**src/design/rcc_pkg.sv**
```systemverilog
// ---------------------------------------------------------------------------
// rcc_pkg: shared types and constants of the RGB 3x3 convolution block
// Register indexes, reset values, queue sizing and inter-module structs.
// ---------------------------------------------------------------------------
package rcc_pkg;

	localparam int DEF_MAX_WIDTH      = 1024;
	localparam int DEF_COEF_FRAC_BITS = 12;
	localparam int MAX_HEIGHT         = 4096;

	localparam int CFG_IDX_W  = 3;
	localparam int CFG_DATA_W = 48;

	localparam logic [CFG_IDX_W-1:0] REG_IMAGE_WIDTH     = 3'd0;
	localparam logic [CFG_IDX_W-1:0] REG_IMAGE_HEIGHT    = 3'd1;
	localparam logic [CFG_IDX_W-1:0] REG_COEF_TOP_ROW    = 3'd2;
	localparam logic [CFG_IDX_W-1:0] REG_COEF_MID_ROW    = 3'd3;
	localparam logic [CFG_IDX_W-1:0] REG_COEF_BOTTOM_ROW = 3'd4;

	localparam logic [10:0] RST_IMAGE_WIDTH  = 11'd1024;
	localparam logic [12:0] RST_IMAGE_HEIGHT = 13'd1024;
	localparam logic [47:0] RST_COEF_TOP     = 48'h0;
	localparam logic [47:0] RST_COEF_MID     = 48'h0000_1000_0000;
	localparam logic [47:0] RST_COEF_BOTTOM  = 48'h0;

	localparam int QDEPTH = 4;
	localparam int QCW    = $clog2(QDEPTH + 1);
	localparam int QPW    = $clog2(QDEPTH);

	localparam int PIX_W  = 24;
	localparam int TAP_W  = 16;
	localparam int CHAN_W = 8;
	localparam logic [CHAN_W-1:0] CHAN_MAX = 8'd255;

	typedef struct packed {
		logic [10:0] width;
		logic [12:0] height;
	} dim_t;

	typedef struct packed {
		logic [2:0][CFG_DATA_W-1:0] row;
	} coef_t;

	typedef struct packed {
		logic [8:0][PIX_W-1:0] px;
		logic                  last;
	} win_t;

	typedef struct packed {
		logic [QCW-1:0] count;
	} qstat_t;

endpackage

```
**src/design/rcc_queue.sv**
```systemverilog
// ---------------------------------------------------------------------------
// rcc_queue: short queue between front and back
// Holds masked neighborhoods so either side can stall on its own.
// ---------------------------------------------------------------------------
module rcc_queue (
	input  logic            clk,
	input  logic            arst_n,
	input  logic            push,
	input  rcc_pkg::win_t   push_data,
	input  logic            pop,
	output rcc_pkg::win_t   pop_data,
	output rcc_pkg::qstat_t qstat
);

	rcc_pkg::win_t              slot_q [rcc_pkg::QDEPTH];
	logic [rcc_pkg::QPW-1:0]    wr_ptr_q, rd_ptr_q;
	logic [rcc_pkg::QCW-1:0]    count_q;

	assign pop_data    = slot_q[rd_ptr_q];
	assign qstat.count = count_q;

	always_ff @(posedge clk or negedge arst_n) begin
		if (!arst_n) begin
			wr_ptr_q <= '0;
			rd_ptr_q <= '0;
			count_q  <= '0;
		end else begin
			if (push) begin
				wr_ptr_q <= wr_ptr_q + rcc_pkg::QPW'(1);
			end
			if (pop) begin
				rd_ptr_q <= rd_ptr_q + rcc_pkg::QPW'(1);
			end
			count_q <= count_q + rcc_pkg::QCW'(push) - rcc_pkg::QCW'(pop);
		end
	end

	always_ff @(posedge clk) begin
		if (push) begin
			slot_q[wr_ptr_q] <= push_data;
		end
	end

endmodule

```
**config.mk**
```make
export PLATFORM = sky130hd
export DESIGN_NAME = rcc_queue
export DESIGN_NICKNAME = d
export VERILOG_FILES = /design/src/design/rcc_pkg.sv /design/src/design/rcc_queue.sv
export SDC_FILE = /design/constraint.sdc
export NUM_CORES = 1
export LEC_CHECK = 0
export ABC_AREA = 1
export BUFFER_PORTS_ARGS = -buffer_cell sky130_fd_sc_hd__buf_2
export CORE_MARGIN = 2
export CORE_UTILIZATION = 55
export DETAILED_ROUTE_END_ITERATION = 8
export GPL_ROUTABILITY_DRIVEN = 1
export GPL_TIMING_DRIVEN = 0
export PLACE_DENSITY = 0.76
export SYNTH_ARGS = -nofsm -noshare
export SYNTH_HDL_FRONTEND = slang
export SYNTH_SLANG_ARGS = --single-unit
```
**constraint.sdc**
```tcl
create_clock -name clk -period 7.76 [get_ports clk]
set_input_delay 0.776 -clock clk [delete_from_list [all_inputs] [get_ports clk]]
set_output_delay 0.776 -clock clk [all_outputs]
set_load 0.02 [all_outputs]
```
* After elaboration in Yosys (flattened, before gate mapping)
Memories as Yosys holds them, arrays and structs flattened.
Cells that the tools add are included.
** Operators by class
- Add/subtract/negate cells :: 4
- Muxes and demuxes :: 2
** Operator list (count)
- adder 2 x 1 -> 2 bit (second input constant) :: 2
- adder 3 x 1 -> 3 bit :: 1
- subtractor 3 x 1 -> 3 bit :: 1
- 2-to-1 mux 1 bit :: 2
** Word-level totals
- Register bits :: 7
- RAM bits :: 868
- Bits of input ports :: 221
- Output and inout port bits :: 220
- Memories :: 1
** Memories
- slot_q :: depth 4, bits a word 217, read ports 1, clocked after memory_dff 0, wr ports 1, RTL line rcc_queue.sv:15 : rcc_pkg::win_t slot_q [rcc_pkg::QDEPTH];

* Logic depth before layout (Yosys ltp)
Gate-level depths: netlist of the first run.
- Depth after elaboration :: 2
- Gate-level depth with buffers :: 10
- Depth with buffers taken out :: 10

* Worst setup path before layout of the first run
Ideal clock, no wire load.
- Path kind :: input port to flip-flop
- From :: in push
- To :: mem slot_q[0][0] in the netlist's numbering, enable pin
- Setup time :: 0.569 ns
- Arrival time :: 5.259 ns
- Required time :: 7.191 ns
- Path slack :: 1.932 ns
- Stages on the path :: 3
- Path through :: clkbuf_1 -> nand2_1 -> inv_1
** On the way
- Word-level cells in the longest chain between the ends :: 2
** Ends and longest elaborated chain
- start, declared :: RTL line rcc_queue.sv:8 : input logic push,
- 2-to-1 mux 1 bit :: RTL line rcc_queue.sv:39 : if (push) begin
- 2-to-1 mux 1 bit (not written as such) :: RTL line rcc_queue.sv:40 : slot_q[wr_ptr_q] <= push_data;
- end, declared :: RTL line rcc_queue.sv:15
Every way passes these cells.

==> report_table.html, run 1 <==
<table>
<tr><th>Metric</th><th>Value</th></tr>
<tr><th colspan="2">Status</th></tr>
<tr><td>Outcome</td><td>completed</td></tr>
<tr><th colspan="2">Cells and area</th></tr>
<tr><td>P&amp;R area growth vs syn</td><td>17.2%</td></tr>
<tr><td>Number of inserted filler cells in the final layout</td><td>approximately 4800</td></tr>
<tr><td>Core Util, Final</td><td>0.654</td></tr>
<tr><td>Fin area</td><td>between 40000 and 50000 sq um</td></tr>
<tr><td>Number of nets in the layout</td><td>~4200</td></tr>
<tr><td>Share of final-layout standard cells stronger than drive strength 1</td><td>0.168</td></tr>
<tr><td>Final cell count without fillers</td><td>approximately 5000</td></tr>
<tr><th colspan="2">STA</th></tr>
<tr><td>Final worst setup slack</td><td>approximately 4.3 ns</td></tr>
<tr><td>Period utilisation layout</td><td>0.445</td></tr>
<tr><td>Sum of negative setup slack</td><td>0 ns</td></tr>
<tr><td>Clock Skews</td><td>a little under 0.03 ns</td></tr>
<tr><td>Relative max-transition margin</td><td>0.529</td></tr>
<tr><td>Highest achievable clock rate</td><td>290 MHz</td></tr>
<tr><td>Final setup vio count</td><td>0</td></tr>
<tr><td>Tightest Pin Transition</td><td>around 0.71 ns</td></tr>
<tr><td>Count of pins over their slew limit</td><td>0</td></tr>
<tr><td>Worst hold-check slack</td><td>0.332 ns</td></tr>
<tr><td>Unrepaired setup endpoints after global routing</td><td>false</td></tr>
<tr><td>Shortest clock period the worst path allows after layout</td><td>~3.5 ns</td></tr>
<tr><td>Final-report hold violation count</td><td>0</td></tr>
<tr><th colspan="2">CTS</th></tr>
<tr><td>TritonCTS clock tree</td><td>built</td></tr>
<tr><td>Clock root cell</td><td>sky130_fd_sc_hd__clkbuf_16</td></tr>
<tr><td>Max H-tree Level</td><td>3</td></tr>
<tr><td>Number of gates resized after cts</td><td>0</td></tr>
<tr><td>Post-CTS Setup Repair Bufs</td><td>0</td></tr>
<tr><td>Clock transition at the register clock pins on the worst setup and hold paths after CTS</td><td>roughly 0.06 ns</td></tr>
<tr><td>Clock buffer count from CTS</td><td>87</td></tr>
<tr><td>Deepest clock path buffer count</td><td>3</td></tr>
<tr><td>Later-pin clock latency in the skew report</td><td>between 0.6 and 0.7 ns</td></tr>
<tr><td>Number of sinks driven by the clock tree</td><td>between 800 and 900</td></tr>
<tr><th colspan="2">Route</th></tr>
<tr><td>WL final</td><td>~88000 um</td></tr>
<tr><td>Metal-1 WL</td><td>about 33000 um</td></tr>
<tr><td>Remaining antenna violation count after routing</td><td>0</td></tr>
<tr><td>Routed met3 length</td><td>between 7000 and 8000 um</td></tr>
<tr><td>Starting DRT DRC Count</td><td>2154</td></tr>
<tr><td>Detailed-route via count</td><td>about 25000</td></tr>
<tr><td>Routed length on met2</td><td>around 44000 um</td></tr>
<tr><td>First-pass iteration count of the detailed router</td><td>5</td></tr>
<tr><td>Avg WL per Cell</td><td>17.7 um</td></tr>
<tr><td>Post-detailed-route via-to-cell ratio</td><td>between 4 and 5</td></tr>
<tr><td>DRC violation count after routing</td><td>0</td></tr>
<tr><td>Highest Signal Layer</td><td>met5</td></tr>
<tr><th colspan="2">Synth</th></tr>
<tr><td>Synthesized instance count</td><td>between 3000 and 4000</td></tr>
<tr><td>Number of flops mapped to enable cells by yosys</td><td>868</td></tr>
<tr><td>Cell Area, Synth</td><td>approximately 37000 sq um</td></tr>
<tr><td>Synthesized net count</td><td>3673</td></tr>
<tr><td>Most frequent cells after synthesis</td><td>1096 x sky130_fd_sc_hd__nand2_1, 881 x sky130_fd_sc_hd__inv_1, 868 x sky130_fd_sc_hd__edfxtp_1</td></tr>
<tr><td>Library cell with the highest instance count after synthesis</td><td>sky130_fd_sc_hd__nand2_1</td></tr>
<tr><td>Flop and latch count out of synthesis</td><td>around 880</td></tr>
<tr><td>Yosys warning total</td><td>0</td></tr>
<tr><td>Yosys top cell area share</td><td>0.708</td></tr>
<tr><td>Most area-consuming cells after synthesis</td><td>sky130_fd_sc_hd__edfxtp_1 71%, sky130_fd_sc_hd__nand2_1 11%, sky130_fd_sc_hd__inv_1 9.0%</td></tr>
<tr><td>Sequential cell area fraction in the yosys report</td><td>0.713</td></tr>
<tr><td>Ys flop type</td><td>sky130_fd_sc_hd__edfxtp_1</td></tr>
<tr><td>Number of different library cells in the post-synthesis netlist</td><td>15</td></tr>
<tr><td>Mean post-synth cell area</td><td>roughly 11 sq um</td></tr>
<tr><td>Library cell with the largest summed area after synthesis</td><td>sky130_fd_sc_hd__edfxtp_1</td></tr>
<tr><td>Post-synthesis async set-or-reset flop share</td><td>0.00800</td></tr>
<tr><th colspan="2">Power</th></tr>
<tr><td>Leak</td><td>a little over 20 nW</td></tr>
<tr><td>Final Total Pwr</td><td>roughly 17 mW</td></tr>
<tr><td>Maximum resistive drop on vdd</td><td>0.298 mV</td></tr>
<tr><td>Reported net switching power</td><td>6.96 mW</td></tr>
<tr><td>Sequential share of power</td><td>0.366</td></tr>
<tr><td>Cell-internal power</td><td>around 10 mW</td></tr>
<tr><td>Switching part of the total power</td><td>0.400</td></tr>
<tr><td>Part of the power in combinational logic</td><td>0.402</td></tr>
<tr><td>Cell area power density</td><td>about 400 nW/um^2</td></tr>
<tr><td>Clock network fraction of total power</td><td>0.233</td></tr>
<tr><th colspan="2">Placed design</th></tr>
<tr><td>Post-place instance area</td><td>slightly above 40000 sq um</td></tr>
<tr><td>Weighted congestion at the end of routability-driven global placement</td><td>around 0.78</td></tr>
<tr><td>Input/output buffers</td><td>440</td></tr>
<tr><td>Post-detailed-placement half-perimeter wirelength</td><td>54000 um</td></tr>
<tr><td>Post-Place Setup Slack</td><td>4.91 ns</td></tr>
<tr><td>Total instance count after detailed placement</td><td>4757</td></tr>
<tr><th colspan="2">Setup path</th></tr>
<tr><td>Worst reg2reg path startpoint</td><td>wr_ptr_q[1]</td></tr>
<tr><td>Crit path DAT</td><td>around 2.7 ns</td></tr>
<tr><td>Most used cell along the critical path</td><td>sky130_fd_sc_hd__buf_2</td></tr>
<tr><td>Critical path depth in cells</td><td>7</td></tr>
<tr><td>CP Buf/Inv Count</td><td>5</td></tr>
<tr><td>Critical Path Fanout Max</td><td>11</td></tr>
<tr><td>Class of the most critical setup path</td><td>flop to output pin</td></tr>
<tr><td>Family with the most delay on the worst path</td><td>buffers and inverters</td></tr>
<tr><td>Capturing element type of the critical path</td><td>output pin</td></tr>
<tr><td>Critical Path Source</td><td>rd_ptr_q[1]</td></tr>
<tr><td>Worst endpoint required time</td><td>between 6 and 7 ns</td></tr>
<tr><td>Crit-path max cell delay</td><td>around 0.45 ns</td></tr>
<tr><td>R2R Path End</td><td>slot_q[1][99]</td></tr>
<tr><td>Cell chain of the critical path</td><td>inv_1 &gt; buf_2 &gt; buf_2 &gt; buf_2 &gt; nand3_1 &gt; nand2_1 &gt; buf_2</td></tr>
<tr><td>Startpoint kind of the worst setup timing path</td><td>flop</td></tr>
<tr><td>Worst r2r path cells</td><td>5</td></tr>
<tr><td>Setup slack of the most critical reg-to-reg path</td><td>around 5.6 ns</td></tr>
<tr><td>CP endpoint</td><td>pop_data[112]</td></tr>
<tr><td>Max stage delay cell, worst path</td><td>sky130_fd_sc_hd__buf_2</td></tr>
<tr><th colspan="2">Global route</th></tr>
<tr><td>GRT Resource Usage Total</td><td>0.250</td></tr>
<tr><td>Initial antenna violation count</td><td>25</td></tr>
<tr><td>Overflow left after global routing</td><td>0</td></tr>
<tr><td>Via count of the first global-routing pass</td><td>around 24000</td></tr>
<tr><td>Maximum number of pins on one net before global-route repair</td><td>110</td></tr>
<tr><td>Global-route wire length before repair</td><td>around 130000 um</td></tr>
<tr><th colspan="2">Floorplan</th></tr>
<tr><td>Die height</td><td>between 200 and 300 um</td></tr>
<tr><td>Total Die Area</td><td>approximately 69000 sq um</td></tr>
<tr><td>X dimension of the die</td><td>between 200 and 300 um</td></tr>
<tr><td>Initial cell density of the core</td><td>0.558</td></tr>
<tr><td>Number of rows in the core area</td><td>between 90 and 100</td></tr>
<tr><td>Count of boundary I/O pins</td><td>roughly 440</td></tr>
<tr><td>Placeable core area</td><td>66000 sq um</td></tr>
<tr><th colspan="2">Flow run</th></tr>
<tr><td>Number of violations of the max-capacitance limit</td><td>0</td></tr>
<tr><th colspan="2">Hold path</th></tr>
<tr><td>Class of the tightest hold or removal check</td><td>primary input to flop</td></tr>
</table>
power groups by stage:
stage                     Sequential, mW  Clock [mW]  Combinational (mW)
after floorplan                     6.61           0                4.30
after global placement              6.79           0                6.79
after detailed placement            6.44           0                6.97
final                               6.35        4.04                6.98
after CTS                           6.35        4.09                7.02
after global routing                6.41        4.29                7.57
area by class of cell:
cell class | count | area (sq um) | share of cell area
multi-input cells | 1542 | 6420 | 0.149
flip-flops and latches | 875 | 26200 | 0.608
clock buffers | 109 | 2280 | 0.0529
inverters | 882 | 3340 | 0.0774
diodes | 14 | 35.0 | 0.000812
well taps | 864 | 1080 | 0.0251
clock inverters | 51 | 485 | 0.0112
plain buffers | 146 | 840 | 0.0195
repair buffers | 449 | 2430 | 0.0564
placed cells by master, fill, tap and decap left out:
master / count
sky130_fd_sc_hd__buf_6: 15
sky130_fd_sc_hd__buf_16: 8
sky130_fd_sc_hd__dlygate4sd3_1: 1
sky130_fd_sc_hd__fa_1: 1
sky130_fd_sc_hd__inv_1: 877
sky130_fd_sc_hd__bufinv_16: 6
sky130_fd_sc_hd__edfxtp_1: 868
sky130_fd_sc_hd__xor2_1: 3
sky130_fd_sc_hd__inv_2: 1
sky130_fd_sc_hd__nand2_1: 1096
sky130_fd_sc_hd__nand3_1: 435
sky130_fd_sc_hd__clkinv_1: 24
sky130_fd_sc_hd__inv_6: 1
sky130_fd_sc_hd__dfrtp_1: 7
sky130_fd_sc_hd__inv_8: 4
sky130_fd_sc_hd__diode_2: 14
sky130_fd_sc_hd__buf_4: 22
sky130_fd_sc_hd__inv_16: 1
sky130_fd_sc_hd__clkinv_2: 13
sky130_fd_sc_hd__buf_2: 517
sky130_fd_sc_hd__clkbuf_1: 44
sky130_fd_sc_hd__ha_1: 6
sky130_fd_sc_hd__clkinvlp_4: 2
sky130_fd_sc_hd__buf_1: 9
sky130_fd_sc_hd__clkinv_16: 3
sky130_fd_sc_hd__clkbuf_16: 88
sky130_fd_sc_hd__o21ai_0: 1
sky130_fd_sc_hd__clkinv_8: 1
flip-flops by register name, summed over array words and instances (netlist names):
| signal | flops |
|---|---|
| qstat | 3 |
| rd_ptr_q | 2 |
| slot_q | 868 |
| wr_ptr_q | 2 |
metal layers:
| metal | vias to the layer above | GRT usage |
|---|---|---|
| met5 | - | 0 |
| met4 | 32 | 0.0929 |
| met3 | 200 | 0.0624 |
| met2 | 933 | 0.434 |
| met1 | 11500 | 0.304 |
| li1 | 11800 | - |
what timing repair did:
| item | 4_1_cts | 5_1_grt |
|---|---|---|
| setup endpoints to repair | 0 | 0 |
| hold endpoints to repair | 7 | 0 |
| hold buffers | 1 | 0 |
cells by family (layout without fill, tap and decap cells):
family / count (synthesis) / in the layout / synth area share
simple gates: 1531 / 1531 / 0.171
other cells: 0 / 14 / 0
flops: 875 / 875 / 0.713
buf+inv: 1028 / 1637 / 0.113
xor+xnor: 3 / 3 / 0.000714
fa+ha+maj: 7 / 7 / 0.00258
compound gates: 1 / 1 / 0.000136
worst min path at each step:
stage                   from       endpoint  slack (ns)  cells after the start
5_1_grt        push_data[14]  slot_q[1][14]        0.31                      1
6_report       push_data[14]  slot_q[1][14]        0.33                      1
3_5_place_dp        qstat[1]       qstat[2]        0.49                      2
4_1_cts        push_data[14]  slot_q[1][14]        0.30                      1
3_3_place_gp        qstat[1]       qstat[2]        0.50                      2
2_1_floorplan         arst_n       qstat[0]        0.48                      0
Power figures use the tool's default switching activity.
==> run 2: changes to the inputs <==
--- a/config.mk
+++ b/config.mk
@@ -8,11 +8,11 @@
 export ABC_AREA = 1
 export BUFFER_PORTS_ARGS = -buffer_cell sky130_fd_sc_hd__buf_2
 export CORE_MARGIN = 2
-export CORE_UTILIZATION = 55
+export CORE_UTILIZATION = 53
 export DETAILED_ROUTE_END_ITERATION = 8
 export GPL_ROUTABILITY_DRIVEN = 1
 export GPL_TIMING_DRIVEN = 0
-export PLACE_DENSITY = 0.76
+export PLACE_DENSITY = 0.77
 export SYNTH_ARGS = -nofsm -noshare
 export SYNTH_HDL_FRONTEND = slang
 export SYNTH_SLANG_ARGS = --single-unit
==> constraint.sdc (replaced) <==
create_clock -name clk -period 2.9 [get_ports clk]
set_input_delay 0.29 -clock clk [delete_from_list [all_inputs] [get_ports clk]]
set_output_delay 0.29 -clock clk [all_outputs]
set_load 0.02 [all_outputs]
==> run 2 against run 1 <==
Effect of this change: via count is 5.6% higher; non-clock buffer count is 240 higher; setup slack worse by 4.2 ns; clock power grew to 2.7 times the previous value; clock-buffer cell count is 3 higher; largest cell class unchanged.
==> report_table.html, run 2 (synthesis results as in run 1) <==
<table>
<tr><th>Metric</th><th>Value</th></tr>
<tr><th colspan="2">STA</th></tr>
<tr><td>Tightest Pin Transition</td><td>0.636 ns (-0.0696 ns)</td></tr>
<tr><td>Final setup vio count</td><td>0 (unchanged)</td></tr>
<tr><td>Relative max-transition margin</td><td>0.576 (+0.0464)</td></tr>
<tr><td>Count of pins over their slew limit</td><td>0 (unchanged)</td></tr>
<tr><td>Final worst setup slack</td><td>0.0821 ns (-4.22 ns)</td></tr>
<tr><td>Highest achievable clock rate</td><td>approximately 350 MHz</td></tr>
<tr><td>Shortest clock period the worst path allows after layout</td><td>about 2.8 ns</td></tr>
<tr><td>Final-report hold violation count</td><td>0 (unchanged)</td></tr>
<tr><td>Sum of negative setup slack</td><td>0 ns (unchanged)</td></tr>
<tr><td>Clock Skews</td><td>0.0307 ns (+0.000976 ns)</td></tr>
<tr><td>Period utilisation layout</td><td>0.972</td></tr>
<tr><td>Unrepaired setup endpoints after global routing</td><td>false</td></tr>
<tr><th colspan="2">Route</th></tr>
<tr><td>Post-detailed-route via-to-cell ratio</td><td>4.95 (-0.49%)</td></tr>
<tr><td>Avg WL per Cell</td><td>18.0 um (+1.3%)</td></tr>
<tr><td>Detailed-route via count</td><td>25900 (+5.6%)</td></tr>
<tr><td>DRC violation count after routing</td><td>0 (unchanged)</td></tr>
<tr><td>WL final</td><td>94000 um (+7.4%)</td></tr>
<tr><td>Starting DRT DRC Count</td><td>2088 (-3.1%)</td></tr>
<tr><td>First-pass iteration count of the detailed router</td><td>7 (+2)</td></tr>
<tr><td>Remaining antenna violation count after routing</td><td>0 (unchanged)</td></tr>
<tr><th colspan="2">Setup path</th></tr>
<tr><td>Class of the most critical setup path</td><td>flop to output pin</td></tr>
<tr><td>Crit path DAT</td><td>2.53 ns (-0.15 ns)</td></tr>
<tr><td>Crit-path max cell delay</td><td>0.34 ns (-0.11 ns)</td></tr>
<tr><td>Capturing element type of the critical path</td><td>output pin</td></tr>
<tr><td>Worst endpoint required time</td><td>2.61 ns (-4.37 ns)</td></tr>
<tr><td>Startpoint kind of the worst setup timing path</td><td>flop</td></tr>
<tr><td>CP Buf/Inv Count</td><td>4 (-1)</td></tr>
<tr><td>Critical Path Fanout Max</td><td>10 (-1)</td></tr>
<tr><td>Most used cell along the critical path</td><td>sky130_fd_sc_hd__buf_2</td></tr>
<tr><td>Max stage delay cell, worst path</td><td>sky130_fd_sc_hd__dfrtp_1</td></tr>
<tr><td>Cell chain of the critical path</td><td>buf_2 &gt; buf_6 &gt; buf_2 &gt; nand3_1 &gt; nand2_1 &gt; buf_2</td></tr>
<tr><td>Family with the most delay on the worst path</td><td>buffers and inverters</td></tr>
<tr><th colspan="2">Floorplan</th></tr>
<tr><td>Total Die Area</td><td>71600 sq um (+3.7%)</td></tr>
<tr><td>Die height</td><td>268 um (+1.8%)</td></tr>
<tr><td>Number of rows in the core area</td><td>96 (+2.1%)</td></tr>
<tr><td>Count of boundary I/O pins</td><td>441 (unchanged)</td></tr>
<tr><td>X dimension of the die</td><td>268 um (+1.8%)</td></tr>
<tr><td>Placeable core area</td><td>68700 sq um (+4.1%)</td></tr>
<tr><td>Initial cell density of the core</td><td>0.536 (-0.0221)</td></tr>
<tr><th colspan="2">Power</th></tr>
<tr><td>Leak</td><td>21.3 nW (+5.2%)</td></tr>
<tr><td>Cell area power density</td><td>1040 nW/um^2 (+160%)</td></tr>
<tr><td>Maximum resistive drop on vdd</td><td>0.711 mV (+140%)</td></tr>
<tr><th colspan="2">CTS</th></tr>
<tr><td>Max H-tree Level</td><td>3 (unchanged)</td></tr>
<tr><td>Later-pin clock latency in the skew report</td><td>0.64 ns (about the same)</td></tr>
<tr><td>Clock transition at the register clock pins on the worst setup and hold paths after CTS</td><td>0.07 ns (about the same)</td></tr>
<tr><td>Post-CTS Setup Repair Bufs</td><td>0 (unchanged)</td></tr>
<tr><td>TritonCTS clock tree</td><td>built</td></tr>
<tr><td>Clock root cell</td><td>sky130_fd_sc_hd__clkbuf_16</td></tr>
<tr><td>Clock buffer count from CTS</td><td>89 (+2.3%)</td></tr>
<tr><td>Number of sinks driven by the clock tree</td><td>875 (unchanged)</td></tr>
<tr><td>Deepest clock path buffer count</td><td>3 (unchanged)</td></tr>
<tr><th colspan="2">Placed design</th></tr>
<tr><td>Input/output buffers</td><td>440 (unchanged)</td></tr>
<tr><td>Post-Place Setup Slack</td><td>0.165 ns (-4.75 ns)</td></tr>
<tr><td>Total instance count after detailed placement</td><td>4844 (+1.8%)</td></tr>
<tr><td>Weighted congestion at the end of routability-driven global placement</td><td>0.801 (+2.2%)</td></tr>
<tr><td>Post-place instance area</td><td>40800 sq um (+1.1%)</td></tr>
<tr><td>Post-detailed-placement half-perimeter wirelength</td><td>58000 um (+7.5%)</td></tr>
<tr><th colspan="2">Cells and area</th></tr>
<tr><td>Number of nets in the layout</td><td>4453 (+5.7%)</td></tr>
<tr><td>Most common cell after layout, fill and taps aside</td><td>sky130_fd_sc_hd__nand2_1</td></tr>
<tr><td>P&amp;R area growth vs syn</td><td>24.5%</td></tr>
<tr><td>Largest Register</td><td>slot_q</td></tr>
<tr><td>Share of final-layout standard cells stronger than drive strength 1</td><td>0.168 (-0.000630)</td></tr>
<tr><td>Fin area</td><td>45800 sq um (+6.2%)</td></tr>
<tr><td>Final cell count without fillers</td><td>5233 (+6.1%)</td></tr>
<tr><td>Most frequent cells in the layout</td><td>1092 x sky130_fd_sc_hd__nand2_1, 876 x sky130_fd_sc_hd__inv_1, 868 x sky130_fd_sc_hd__edfxtp_1, 514 x sky130_fd_sc_hd__buf_2, 435 x sky130_fd_sc_hd__nand3_1</td></tr>
<tr><td>Flip-flop count of the largest register after layout</td><td>868 (unchanged)</td></tr>
<tr><th colspan="2">Global route</th></tr>
<tr><td>GRT Resource Usage Total</td><td>0.258 (+0.00804)</td></tr>
<tr><td>Via count of the first global-routing pass</td><td>26200 (+9.0%)</td></tr>
<tr><td>Initial antenna violation count</td><td>15 (-40%)</td></tr>
<tr><td>Global-route wire length before repair</td><td>140000 um (+6.3%)</td></tr>
<tr><td>Overflow left after global routing</td><td>0 (unchanged)</td></tr>
<tr><td>Maximum number of pins on one net before global-route repair</td><td>38 (-65%)</td></tr>
<tr><th colspan="2">Flow run</th></tr>
<tr><td>Number of violations of the max-capacitance limit</td><td>0 (unchanged)</td></tr>
<tr><th colspan="2">Status</th></tr>
<tr><td>Outcome</td><td>completed</td></tr>
<tr><th colspan="2">Hold path</th></tr>
<tr><td>Class of the tightest hold or removal check</td><td>primary input to flop</td></tr>
</table>
run 2: cell count changes in the layout (fill, tap and decap cells not counted), moves of 4 or more:
cell                            delta
sky130_fd_sc_hd__dlygate4sd3_1   +220
sky130_fd_sc_hd__buf_12           +28
sky130_fd_sc_hd__buf_16            -8
sky130_fd_sc_hd__clkinv_1          -8
sky130_fd_sc_hd__clkinvlp_4        +6
sky130_fd_sc_hd__clkbuf_1          -5
sky130_fd_sc_hd__clkbuf_8          +4
sky130_fd_sc_hd__nand2_1           -4
sky130_fd_sc_hd__nand2_2           +4
run 2: path summary, 6_finish.rpt:
path / from / to / depth (start not counted) / slack, ns
max in group asynchronous: arst_n / wr_ptr_q[1] / 3 / 1.95
worst min-delay path: push_data[6] / slot_q[2][6] / 2 / 0.39
worst max-delay path: rd_ptr_q[1] / pop_data[93] / 6 / 0.08
worst max register to register: wr_ptr_q[1] / slot_q[0][62] / 8 / 0.29
worst min register to register: qstat[1] / qstat[2] / 2 / 0.58
min in group asynchronous: arst_n / qstat[2] / 3 / 0.67
run 2: layout make-up:
cell class	count	area [sq um]
flip-flops and latches	875	26200
fillers	4758	22900
multi-input cells	1542	6430
repair buffers	689	4970
inverters	882	3330
clock buffers	112	2370
well taps	931	1160
plain buffers	146	853
clock inverters	44	423
diodes	12	30.0
run 2: stage by stage:
step                      power (mW)  hold WS (ns)   util
after floorplan                 29.0      -0.00559      -
after global routing            49.8         0.379  0.667
final                           47.5         0.393  0.667
after detailed placement        36.2         0.143  0.593
after global placement          35.8         0.144  0.585
after CTS                       47.5         0.351  0.666
run 2: per-layer routing:
metal  vias up  GRT usage  wire length, um
li1      12300          -                -
met1     12200      0.309            35800
met2      1122      0.454            47300
met3       232     0.0565             7520
met4        10      0.103             3330
met5         -          0               69
run 2: worst register-to-register path: cells and delay by family (launching register included):
kind | cells | cell delay [ns]
simple gates | 1 | 0.06
fa+ha+maj | 1 | 0.18
buf+inv | 6 | 1.60
flops | 1 | 0.41
run 2: what timing repair did:
item | 4_1_cts | 5_1_grt
gates cloned | 0 | 0
gates resized for setup | 5 | 2
hold buffers | 221 | 0
setup endpoints to repair | 110 | 1
hold endpoints to repair | 878 | 0
run 2: where the power goes:
part	switching, mW	internal [mW]
Sequential	0.501	16.5
Clock	4.72	6.35
Combinational	13.8	5.65
